==> src/sv/usts_pkg.sv <==
// Package for the USART status and transmit control block.
// Types, command codes and register bit positions; no dependencies.
package usts_pkg;

    // Request type codes on the input channel
    localparam logic [1:0] REQ_READ  = 2'd0;
    localparam logic [1:0] REQ_WRITE = 2'd1;
    localparam logic [1:0] REQ_TICK  = 2'd2;

    // Register select codes
    localparam logic [1:0] SEL_UCR = 2'd0;
    localparam logic [1:0] SEL_RSR = 2'd1;
    localparam logic [1:0] SEL_TSR = 2'd2;
    localparam logic [1:0] SEL_UDR = 2'd3;

    // Configuration register indexes
    localparam logic CFG_WORD_TICKS = 1'b0;
    localparam logic CFG_RX_ERR_EN  = 1'b1;

    // Fixed masks
    localparam logic [7:0] LOOPBACK_BITS  = 8'b0000_0110;
    localparam logic [7:0] CHAR_SIZE_BITS = 8'b0110_0000;
    localparam logic [7:0] FULL_BYTE      = 8'hff;
    localparam logic [7:0] UCR_KEEP       = 8'b1111_1110;

    // Status bit positions
    localparam int RSR_ENABLE  = 0;
    localparam int RSR_OVERRUN = 6;
    localparam int RSR_FULL    = 7;
    localparam int TSR_ENABLE  = 0;
    localparam int TSR_BREAK   = 3;
    localparam int TSR_END     = 4;
    localparam int TSR_AUTO_TA = 5;
    localparam int TSR_UNDERRUN = 6;
    localparam int TSR_EMPTY   = 7;

    // Classified command passed from front to back
    typedef enum logic [3:0] {
        OP_NOP,
        OP_RD_UCR,
        OP_RD_RSR,
        OP_RD_TSR,
        OP_RD_UDR,
        OP_WR_UCR,
        OP_WR_RSR,
        OP_WR_TSR,
        OP_WR_UDR,
        OP_TICK
    } cmd_op_t;

    typedef struct packed {
        cmd_op_t    op;
        logic [7:0] data;
    } cmd_t;

    // One result item
    typedef struct packed {
        logic [7:0] read_data;
        logic       irq_tx_empty;
        logic       irq_tx_error;
        logic       irq_rx_full;
        logic       irq_rx_error;
        logic       tx_valid;
        logic [7:0] tx_byte;
        logic       break_level;
    } res_t;

endpackage

==> src/sv/usts_fifo.sv <==
// Small flop-based queue with registered head, used between stages.
// No package dependencies.
module usts_fifo #(
    parameter int WIDTH = 8,
    parameter int DEPTH = 2
) (
    input  logic             clk,
    input  logic             rst_n,
    input  logic             wr_en,
    input  logic [WIDTH-1:0] wr_data,
    output logic             full,
    input  logic             rd_en,
    output logic [WIDTH-1:0] rd_data,
    output logic             empty
);

    localparam int PTR_W = (DEPTH > 1) ? $clog2(DEPTH) : 1;
    localparam int CNT_W = $clog2(DEPTH + 1);
    localparam logic [CNT_W-1:0] DEPTH_C = CNT_W'(DEPTH);
    localparam logic [PTR_W-1:0] LAST_C  = PTR_W'(DEPTH - 1);

    logic [WIDTH-1:0] mem_reg [DEPTH];
    logic [PTR_W-1:0] wr_ptr_reg, wr_ptr_next;
    logic [PTR_W-1:0] rd_ptr_reg, rd_ptr_next;
    logic [CNT_W-1:0] count_reg, count_next;
    logic             do_wr, do_rd;

    assign full    = (count_reg == DEPTH_C);
    assign empty   = (count_reg == '0);
    assign do_wr   = wr_en && !full;
    assign do_rd   = rd_en && !empty;
    assign rd_data = mem_reg[rd_ptr_reg];

    // Pointer and fill count update
    always_comb
    begin
        wr_ptr_next = wr_ptr_reg;
        rd_ptr_next = rd_ptr_reg;
        count_next  = count_reg;
        if (do_wr)
        begin
            wr_ptr_next = (wr_ptr_reg == LAST_C) ? '0 : wr_ptr_reg + 1'b1;
        end
        if (do_rd)
        begin
            rd_ptr_next = (rd_ptr_reg == LAST_C) ? '0 : rd_ptr_reg + 1'b1;
        end
        if (do_wr && !do_rd)
        begin
            count_next = count_reg + 1'b1;
        end
        else if (do_rd && !do_wr)
        begin
            count_next = count_reg - 1'b1;
        end
    end

    always_ff @(posedge clk or negedge rst_n)
    begin
        if (!rst_n)
        begin
            wr_ptr_reg <= '0;
            rd_ptr_reg <= '0;
            count_reg  <= '0;
        end
        else
        begin
            wr_ptr_reg <= wr_ptr_next;
            rd_ptr_reg <= rd_ptr_next;
            count_reg  <= count_next;
        end
    end

    // Storage, no reset needed
    always_ff @(posedge clk)
    begin
        if (do_wr)
        begin
            mem_reg[wr_ptr_reg] <= wr_data;
        end
    end

endmodule

==> src/sv/usts_front.sv <==
// Front end: takes bus requests and classifies them into commands.
// Depends on usts_pkg.
module usts_front (
    input  logic            push,
    input  logic [1:0]      req_type,
    input  logic [1:0]      reg_sel,
    input  logic [7:0]      wr_data,
    input  logic            q_full,
    output logic            q_wr,
    output usts_pkg::cmd_t  cmd
);

    assign q_wr = push && !q_full;

    // Decode request type and register select into one operation
    always_comb
    begin
        cmd.data = wr_data;
        cmd.op   = usts_pkg::OP_NOP;
        unique case (req_type)
            usts_pkg::REQ_READ:
            begin
                unique case (reg_sel)
                    usts_pkg::SEL_UCR: cmd.op = usts_pkg::OP_RD_UCR;
                    usts_pkg::SEL_RSR: cmd.op = usts_pkg::OP_RD_RSR;
                    usts_pkg::SEL_TSR: cmd.op = usts_pkg::OP_RD_TSR;
                    default:           cmd.op = usts_pkg::OP_RD_UDR;
                endcase
            end
            usts_pkg::REQ_WRITE:
            begin
                unique case (reg_sel)
                    usts_pkg::SEL_UCR: cmd.op = usts_pkg::OP_WR_UCR;
                    usts_pkg::SEL_RSR: cmd.op = usts_pkg::OP_WR_RSR;
                    usts_pkg::SEL_TSR: cmd.op = usts_pkg::OP_WR_TSR;
                    default:           cmd.op = usts_pkg::OP_WR_UDR;
                endcase
            end
            usts_pkg::REQ_TICK: cmd.op = usts_pkg::OP_TICK;
            default:            cmd.op = usts_pkg::OP_NOP;
        endcase
    end

endmodule

==> src/sv/usts_exec.sv <==
// Back end: holds the USART registers and countdowns, executes commands.
// Depends on usts_pkg.
module usts_exec #(
    parameter int TICK_COUNT_BITS = 24
) (
    input  logic                       clk,
    input  logic                       rst_n,
    input  logic                       cfg_we,
    input  logic                       cfg_index,
    input  logic [TICK_COUNT_BITS-1:0] cfg_data,
    input  logic                       cmd_valid,
    input  usts_pkg::cmd_t             cmd,
    output logic                       cmd_pop,
    input  logic                       res_full,
    output logic                       res_push,
    output usts_pkg::res_t             res
);

    localparam int CNT_W = TICK_COUNT_BITS + 1;

    logic [TICK_COUNT_BITS-1:0] word_ticks_reg;
    logic                       rx_err_en_reg;
    logic [7:0]                 ucr_reg, ucr_next;
    logic [7:0]                 rsr_reg, rsr_next;
    logic [7:0]                 tsr_reg, tsr_next;
    logic [7:0]                 rx_byte_reg, rx_byte_next;
    logic                       overrun_reg, overrun_next;
    logic [CNT_W-1:0]           sent_cnt_reg, sent_cnt_next;
    logic [CNT_W-1:0]           loop_cnt_reg, loop_cnt_next;
    logic [CNT_W-1:0]           brk_cnt_reg, brk_cnt_next;
    logic [7:0]                 loop_byte_reg, loop_byte_next;
    logic [CNT_W-1:0]           word_time;
    logic [7:0]                 v;

    assign cmd_pop  = cmd_valid && !res_full;
    assign res_push = cmd_pop;

    // Zero word time acts as one
    assign word_time = (word_ticks_reg == '0) ? CNT_W'(1) : {1'b0, word_ticks_reg};

    // Execute one command
    always_comb
    begin
        ucr_next       = ucr_reg;
        rsr_next       = rsr_reg;
        tsr_next       = tsr_reg;
        rx_byte_next   = rx_byte_reg;
        overrun_next   = overrun_reg;
        sent_cnt_next  = sent_cnt_reg;
        loop_cnt_next  = loop_cnt_reg;
        brk_cnt_next   = brk_cnt_reg;
        loop_byte_next = loop_byte_reg;
        v              = cmd.data;
        res            = '0;

        unique case (cmd.op)
            usts_pkg::OP_RD_UCR: res.read_data = ucr_reg;
            usts_pkg::OP_RD_RSR:
            begin
                if (!overrun_reg)
                begin
                    rsr_next[usts_pkg::RSR_OVERRUN] = 1'b0;
                end
                res.read_data = rsr_next;
            end
            usts_pkg::OP_RD_TSR:
            begin
                tsr_next[usts_pkg::TSR_UNDERRUN] = 1'b0;
                res.read_data = tsr_next;
            end
            usts_pkg::OP_RD_UDR:
            begin
                rsr_next[usts_pkg::RSR_FULL] = 1'b0;
                if (overrun_reg)
                begin
                    rsr_next[usts_pkg::RSR_OVERRUN] = 1'b1;
                    overrun_next = 1'b0;
                    res.irq_rx_error = rx_err_en_reg;
                    res.irq_rx_full  = !rx_err_en_reg;
                end
                res.read_data = rx_byte_reg;
            end
            usts_pkg::OP_WR_UCR: ucr_next = cmd.data & usts_pkg::UCR_KEEP;
            usts_pkg::OP_WR_RSR:
            begin
                // Clearing the enable while on wipes the whole write
                if (!v[0] && rsr_reg[usts_pkg::RSR_ENABLE])
                begin
                    v = '0;
                end
                rsr_next = {rsr_reg[usts_pkg::RSR_FULL], v[6:0]};
            end
            usts_pkg::OP_WR_TSR:
            begin
                if (v[0] && !tsr_reg[usts_pkg::TSR_ENABLE])
                begin
                    v[usts_pkg::TSR_END] = 1'b0;
                end
                v = {tsr_reg[usts_pkg::TSR_EMPTY], v[6:0]};
                // Break bit change starts or ends a break
                if (v[usts_pkg::TSR_BREAK] != tsr_reg[usts_pkg::TSR_BREAK])
                begin
                    if (v[usts_pkg::TSR_BREAK])
                    begin
                        sent_cnt_next = '0;
                        brk_cnt_next  = word_time;
                    end
                    else
                    begin
                        brk_cnt_next = '0;
                        if (!tsr_reg[usts_pkg::TSR_EMPTY])
                        begin
                            sent_cnt_next = CNT_W'(2);
                        end
                    end
                end
                tsr_next = v;
            end
            usts_pkg::OP_WR_UDR:
            begin
                if (tsr_reg[usts_pkg::TSR_ENABLE] && !tsr_reg[usts_pkg::TSR_BREAK])
                begin
                    tsr_next[usts_pkg::TSR_EMPTY] = 1'b0;
                    sent_cnt_next = word_time;
                    if ((tsr_reg & usts_pkg::LOOPBACK_BITS) == usts_pkg::LOOPBACK_BITS)
                    begin
                        loop_cnt_next  = word_time + 1'b1;
                        loop_byte_next = cmd.data;
                    end
                    else
                    begin
                        res.tx_valid = 1'b1;
                        res.tx_byte  = cmd.data & (usts_pkg::FULL_BYTE
                                       >> ucr_reg[6:5]);
                    end
                end
            end
            usts_pkg::OP_TICK:
            begin
                // Transmit done
                if (sent_cnt_reg != '0)
                begin
                    sent_cnt_next = sent_cnt_reg - 1'b1;
                    if (sent_cnt_next == '0)
                    begin
                        tsr_next[usts_pkg::TSR_EMPTY] = 1'b1;
                        res.irq_tx_empty = 1'b1;
                        if (!tsr_next[usts_pkg::TSR_ENABLE])
                        begin
                            tsr_next[usts_pkg::TSR_END] = 1'b1;
                            res.irq_tx_error = 1'b1;
                            if (tsr_next[usts_pkg::TSR_AUTO_TA])
                            begin
                                rsr_next[usts_pkg::RSR_ENABLE] = 1'b1;
                            end
                        end
                    end
                end
                // Loopback delivery
                if (loop_cnt_reg != '0)
                begin
                    loop_cnt_next = loop_cnt_reg - 1'b1;
                    if (loop_cnt_next == '0 && rsr_next[usts_pkg::RSR_ENABLE])
                    begin
                        if (!rsr_next[usts_pkg::RSR_FULL])
                        begin
                            rx_byte_next = loop_byte_reg;
                            overrun_next = 1'b0;
                        end
                        else
                        begin
                            overrun_next = 1'b1;
                        end
                        rsr_next[5:2] = 4'b0000;
                        rsr_next[usts_pkg::RSR_FULL] = 1'b1;
                        res.irq_rx_full = 1'b1;
                    end
                end
                // Break boundary, repeats each word time
                if (brk_cnt_reg != '0)
                begin
                    brk_cnt_next = brk_cnt_reg - 1'b1;
                    if (brk_cnt_next == '0)
                    begin
                        if (!tsr_next[usts_pkg::TSR_UNDERRUN])
                        begin
                            res.irq_tx_error = 1'b1;
                        end
                        brk_cnt_next = word_time;
                    end
                end
            end
            default: ;
        endcase
        res.break_level = tsr_next[usts_pkg::TSR_BREAK];
    end

    // Configuration registers
    always_ff @(posedge clk or negedge rst_n)
    begin
        if (!rst_n)
        begin
            word_ticks_reg <= '1;
            rx_err_en_reg  <= 1'b0;
        end
        else if (cfg_we)
        begin
            unique case (cfg_index)
                usts_pkg::CFG_WORD_TICKS: word_ticks_reg <= cfg_data;
                default:                  rx_err_en_reg  <= cfg_data[0];
            endcase
        end
    end

    // USART state
    always_ff @(posedge clk or negedge rst_n)
    begin
        if (!rst_n)
        begin
            ucr_reg       <= '0;
            rsr_reg       <= '0;
            tsr_reg       <= '0;
            rx_byte_reg   <= '0;
            overrun_reg   <= 1'b0;
            sent_cnt_reg  <= '0;
            loop_cnt_reg  <= '0;
            brk_cnt_reg   <= '0;
            loop_byte_reg <= '0;
        end
        else if (cmd_pop)
        begin
            ucr_reg       <= ucr_next;
            rsr_reg       <= rsr_next;
            tsr_reg       <= tsr_next;
            rx_byte_reg   <= rx_byte_next;
            overrun_reg   <= overrun_next;
            sent_cnt_reg  <= sent_cnt_next;
            loop_cnt_reg  <= loop_cnt_next;
            brk_cnt_reg   <= brk_cnt_next;
            loop_byte_reg <= loop_byte_next;
        end
    end

endmodule

==> src/sv/usart_status_and_transmit_control.sv <==
// Top level of the USART status and transmit control block.
// Depends on usts_pkg, usts_front, usts_fifo and usts_exec.
//
//  channel   handshake          payload
//  request   push / full        req_type, reg_sel, wr_data
//  result    empty / pop        read_data, irq_*, tx_valid, tx_byte, break_level
//  config    cfg_we             cfg_index, cfg_data
//
// One item per cycle sustained unless the result side stalls; a result is poppable
// once registered in the command queue and then, by the execute step, in the result queue.
// Throughput is set by the execute step on the register file.
// Reset clears the USART registers, countdowns and both queues, and sets the word time to all ones.
// A stalled result side fills the result queue, then the command queue, then
// raises full.
module usart_status_and_transmit_control #(
    parameter int TICK_COUNT_BITS = 24
) (
    input  logic                       clk,
    input  logic                       rst_n,
    input  logic                       cfg_we,
    input  logic                       cfg_index,
    input  logic [TICK_COUNT_BITS-1:0] cfg_data,
    input  logic                       push,
    output logic                       full,
    input  logic [1:0]                 req_type,
    input  logic [1:0]                 reg_sel,
    input  logic [7:0]                 wr_data,
    output logic                       empty,
    input  logic                       pop,
    output logic [7:0]                 read_data,
    output logic                       irq_tx_empty,
    output logic                       irq_tx_error,
    output logic                       irq_rx_full,
    output logic                       irq_rx_error,
    output logic                       tx_valid,
    output logic [7:0]                 tx_byte,
    output logic                       break_level
);

    localparam int CMD_W = $bits(usts_pkg::cmd_t);
    localparam int RES_W = $bits(usts_pkg::res_t);

    usts_pkg::cmd_t cmd_in, cmd_out;
    usts_pkg::res_t res_in, res_out;
    logic           cmd_wr, cmd_empty, cmd_pop;
    logic           res_full, res_push;

    // Classify incoming requests
    usts_front u_front (
        .push     (push),
        .req_type (req_type),
        .reg_sel  (reg_sel),
        .wr_data  (wr_data),
        .q_full   (full),
        .q_wr     (cmd_wr),
        .cmd      (cmd_in)
    );

    // Command queue between front and back
    usts_fifo #(.WIDTH(CMD_W), .DEPTH(2)) u_cmd_q (
        .clk     (clk),
        .rst_n   (rst_n),
        .wr_en   (cmd_wr),
        .wr_data (cmd_in),
        .full    (full),
        .rd_en   (cmd_pop),
        .rd_data (cmd_out),
        .empty   (cmd_empty)
    );

    // Execute against register state
    usts_exec #(.TICK_COUNT_BITS(TICK_COUNT_BITS)) u_exec (
        .clk       (clk),
        .rst_n     (rst_n),
        .cfg_we    (cfg_we),
        .cfg_index (cfg_index),
        .cfg_data  (cfg_data),
        .cmd_valid (!cmd_empty),
        .cmd       (cmd_out),
        .cmd_pop   (cmd_pop),
        .res_full  (res_full),
        .res_push  (res_push),
        .res       (res_in)
    );

    // Result queue
    usts_fifo #(.WIDTH(RES_W), .DEPTH(2)) u_res_q (
        .clk     (clk),
        .rst_n   (rst_n),
        .wr_en   (res_push),
        .wr_data (res_in),
        .full    (res_full),
        .rd_en   (pop),
        .rd_data (res_out),
        .empty   (empty)
    );

    assign read_data    = res_out.read_data;
    assign irq_tx_empty = res_out.irq_tx_empty;
    assign irq_tx_error = res_out.irq_tx_error;
    assign irq_rx_full  = res_out.irq_rx_full;
    assign irq_rx_error = res_out.irq_rx_error;
    assign tx_valid     = res_out.tx_valid;
    assign tx_byte      = res_out.tx_byte;
    assign break_level  = res_out.break_level;

endmodule

==> config.mk <==
export PLATFORM = sky130hd
export DESIGN_NAME = usart_status_and_transmit_control
export DESIGN_NICKNAME = d
export VERILOG_FILES = /design/src/sv/usts_pkg.sv /design/src/sv/usts_fifo.sv /design/src/sv/usts_front.sv /design/src/sv/usts_exec.sv /design/src/sv/usart_status_and_transmit_control.sv
export SDC_FILE = /design/constraint.sdc
export NUM_CORES = 1
export LEC_CHECK = 0
export BUFFER_PORTS_ARGS = -buffer_cell sky130_fd_sc_hd__buf_2
export CELL_PAD_IN_SITES_DETAIL_PLACEMENT = 1
export CELL_PAD_IN_SITES_GLOBAL_PLACEMENT = 1
export CORE_ASPECT_RATIO = 0.5
export CORE_MARGIN = 3
export CORE_UTILIZATION = 49
export CTS_CLUSTER_DIAMETER = 40
export DETAILED_ROUTE_END_ITERATION = 8
export PLACE_DENSITY_LB_ADDON = 0.1
export REMOVE_ABC_BUFFERS = 1
export SETUP_SLACK_MARGIN = 0.15
export SLEW_MARGIN = 20
export SYNTH_ARGS = -nofsm -noshare
export SYNTH_HDL_FRONTEND = slang
export SYNTH_HIERARCHICAL = 1
export SYNTH_SLANG_ARGS = --single-unit
==> constraint.sdc <==
create_clock -name clk -period 4.9 [get_ports clk]
set_clock_uncertainty 0.1 [all_clocks]
set_input_delay 1.225 -clock clk [delete_from_list [all_inputs] [get_ports clk]]
set_output_delay 1.225 -clock clk [all_outputs]
set_load 0.02 [all_outputs]
==> reports/results.tsv <==
metric	value	unit
status	finished, final reports clean	
Core Area	24400	um^2
I/O pin count	66	
Post-synth EDFFs	68	
Rel. slew slack	29.4	%
per-cell routed wire length	24.4	um
worst-margin pin slew	1.06	ns
# hold bufs at CTS	0	
final instance area	13900	um^2
Port Buffers	65	
max-slew violations	0	
Die Ht	119	um
share of flip-flops with an asynchronous set or reset	68.5	%
critical path arrival	4.52	ns
Worst EP required	5.21	ns
CTS root buf	clkbuf_16	
largest net degree at the start of global routing	87	
Final Hold Fails	0	
Crit Path Max Fanout	10	
H-tree Lvls	1	
Vias/cell	6.41	
Die Wd	231	um
Largest register FFs	44	
Netlist cell types	81	
Startpoint Class	register	
final WL	40.2	mm
# Post-CTS Setup Buffers	0	
Total GRT Usage	29.4	%
Post-Place Cells	1598	
Net count, final	1347	
Final period util	85.9	%
Max Root-Sink Buffers	3	
ANT nets after route	0	
vias in the first global route	10800	
Setup CP Type	reg -> reg	
DRT iter0 DRCs	872	
CTS tree	done	
DR vias	10500	
VDD IR max	0.000333	V
Post-Synthesis Cells	1266	
Mapped Avg Cell Area	9.81	um^2
Yosys reg bits	216	
hold_ws	0.409	ns
Placement Rows	40	
die area	27400	um^2
HPWL after detailed placement	28.2	mm
RSZ-0062 raised after global routing	false	
Num Clock Sinks	216	
Final Non-Filler Cells	1646	
Tot Pwr	9.22	mW
maxcap violations	0	
Primary FF master, synth	dfrtp_1	
fmax	0.237	GHz
Leakage	5.49	nW
clock latency on the worst-skew pair	0.54	ns
pwr dens	664	nW/um^2
first-pass GRT wire length	63.6	mm
DRC	0	
Yosys warning count	6	
post_cts resized	0	
share of cells above drive strength 1	21.0	%
min cycle time layout	4.21	ns
clk slew on worst S/H paths	0.07	ns
CTS Buf Count	26	
final setup margin	0.689	ns
Initial DRT Pass Iterations	7	
Layout area overhead	11.9	%
Final Wtd Congestion	0.938	
register area share after synthesis	46.5	%
antenna violations before repair	0	
placed cell area	13000	um^2
FILL cells	2730	
mapped cell area	12400	um^2
GRT overflow	0	
most common cell after layout, fill and taps aside	dfrtp_1	
Worst setup EP type	register	
ANT cells	0	
pre-CTS setup slack	0.719	ns
Starting Density	50.8	%
final setup fails	0	
Worst Hold Class	reg -> reg	
most frequent cells in the layout	dfrtp_1 (124), nand2_1 (112), nor2_1 (94)	
## worst paths after layout
path | to | from | depth (start not counted) | slack, ns
max | u_exec/rx_byte_reg[6] | u_exec/sent_cnt_reg[0] | 10 | 0.69
min | u_exec/rx_byte_reg[0] | u_exec/loop_byte_reg[0] | 1 | 0.41
max reg2reg | u_exec/rx_byte_reg[6] | u_exec/sent_cnt_reg[0] | 10 | 0.69
min reg2reg | u_exec/rx_byte_reg[0] | u_exec/loop_byte_reg[0] | 1 | 0.41
max in group asynchronous | u_exec/word_ticks_reg[0] | rst_n | 2 | 3.03
min in group asynchronous | u_exec/tsr_reg[7] | rst_n | 1 | 0.67
## kinds of logic (layout without fill, tap and decap cells)
group	after synthesis	count (layout)	synth area share, %
xor+xnor	52	52	3.67
fa+ha+maj	15	15	1.51
flops	216	216	46.5
buf+inv	127	171	4.43
simple gates	440	440	18.6
mux	89	89	8.31
compound gates	327	327	16.9
## routing by layer
metal	track usage [%]	wire length (um)	up-vias
li1	-	-	4735
met1	41.1	18100	5428
met2	47.6	18700	327
met3	6.21	2680	54
met4	5.60	730	0
met5	0	0	-
## area by class of cell
| class | instances | area [um^2] | area share, % |
|---|---|---|---|
| inverter | 26 | 97.6 | 0.703 |
| clock inverter | 17 | 186 | 1.34 |
| tap | 336 | 420 | 3.03 |
| clock buffer | 31 | 701 | 5.04 |
| timing repair buffer | 97 | 584 | 4.21 |
| multi-input combinational | 923 | 6130 | 44.1 |
| sequential | 216 | 5780 | 41.6 |
## worst max-delay path, stage by stage (launching register included)
cell      delay [ns]
dfrtp_1         0.44
inv_1           0.15
ha_1            0.27
nor3b_2         0.41
nand4_2         0.31
o31a_1          0.34
or4b_1          0.51
nor4_2          0.30
o211ai_2        0.19
nor4_4          0.62
mux2_2          0.44
## synth_stat cells, types with 24 or more instances
cell type / n / share of area, %
edfxtp_1: 68 / 16
o21ai_0: 91 / 3.7
clkbuf_1: 73 / 2.2
xnor2_1: 28 / 2.0
nor4_1: 35 / 1.8
nand2_1: 113 / 3.4
a21oi_1: 78 / 3.1
nor2_1: 96 / 2.9
xor2_1: 24 / 1.7
nor3_1: 43 / 1.7
mux2_2: 74 / 6.7
inv_1: 25 / 0.76
dfstp_2: 24 / 5.1
dfrtp_1: 124 / 25
## power by group
group / switching [mW] / leakage, nW / internal [mW]
Clock: 0.843 / 0.418 / 1.15
Sequential: 0.840 / 2.49 / 2.60
Combinational: 2.34 / 2.59 / 1.44
Total: 4.03 / 5.49 / 5.20
## metrics by stage
step                      setup TNS [ns]  utilization (%)
after floorplan                  -169.95                -
after global placement                 0             53.2
after detailed placement               0             53.2
after CTS                              0             56.8
after global routing                   0             56.9
final                                  0             56.9
Power figures use the tool's default switching activity.
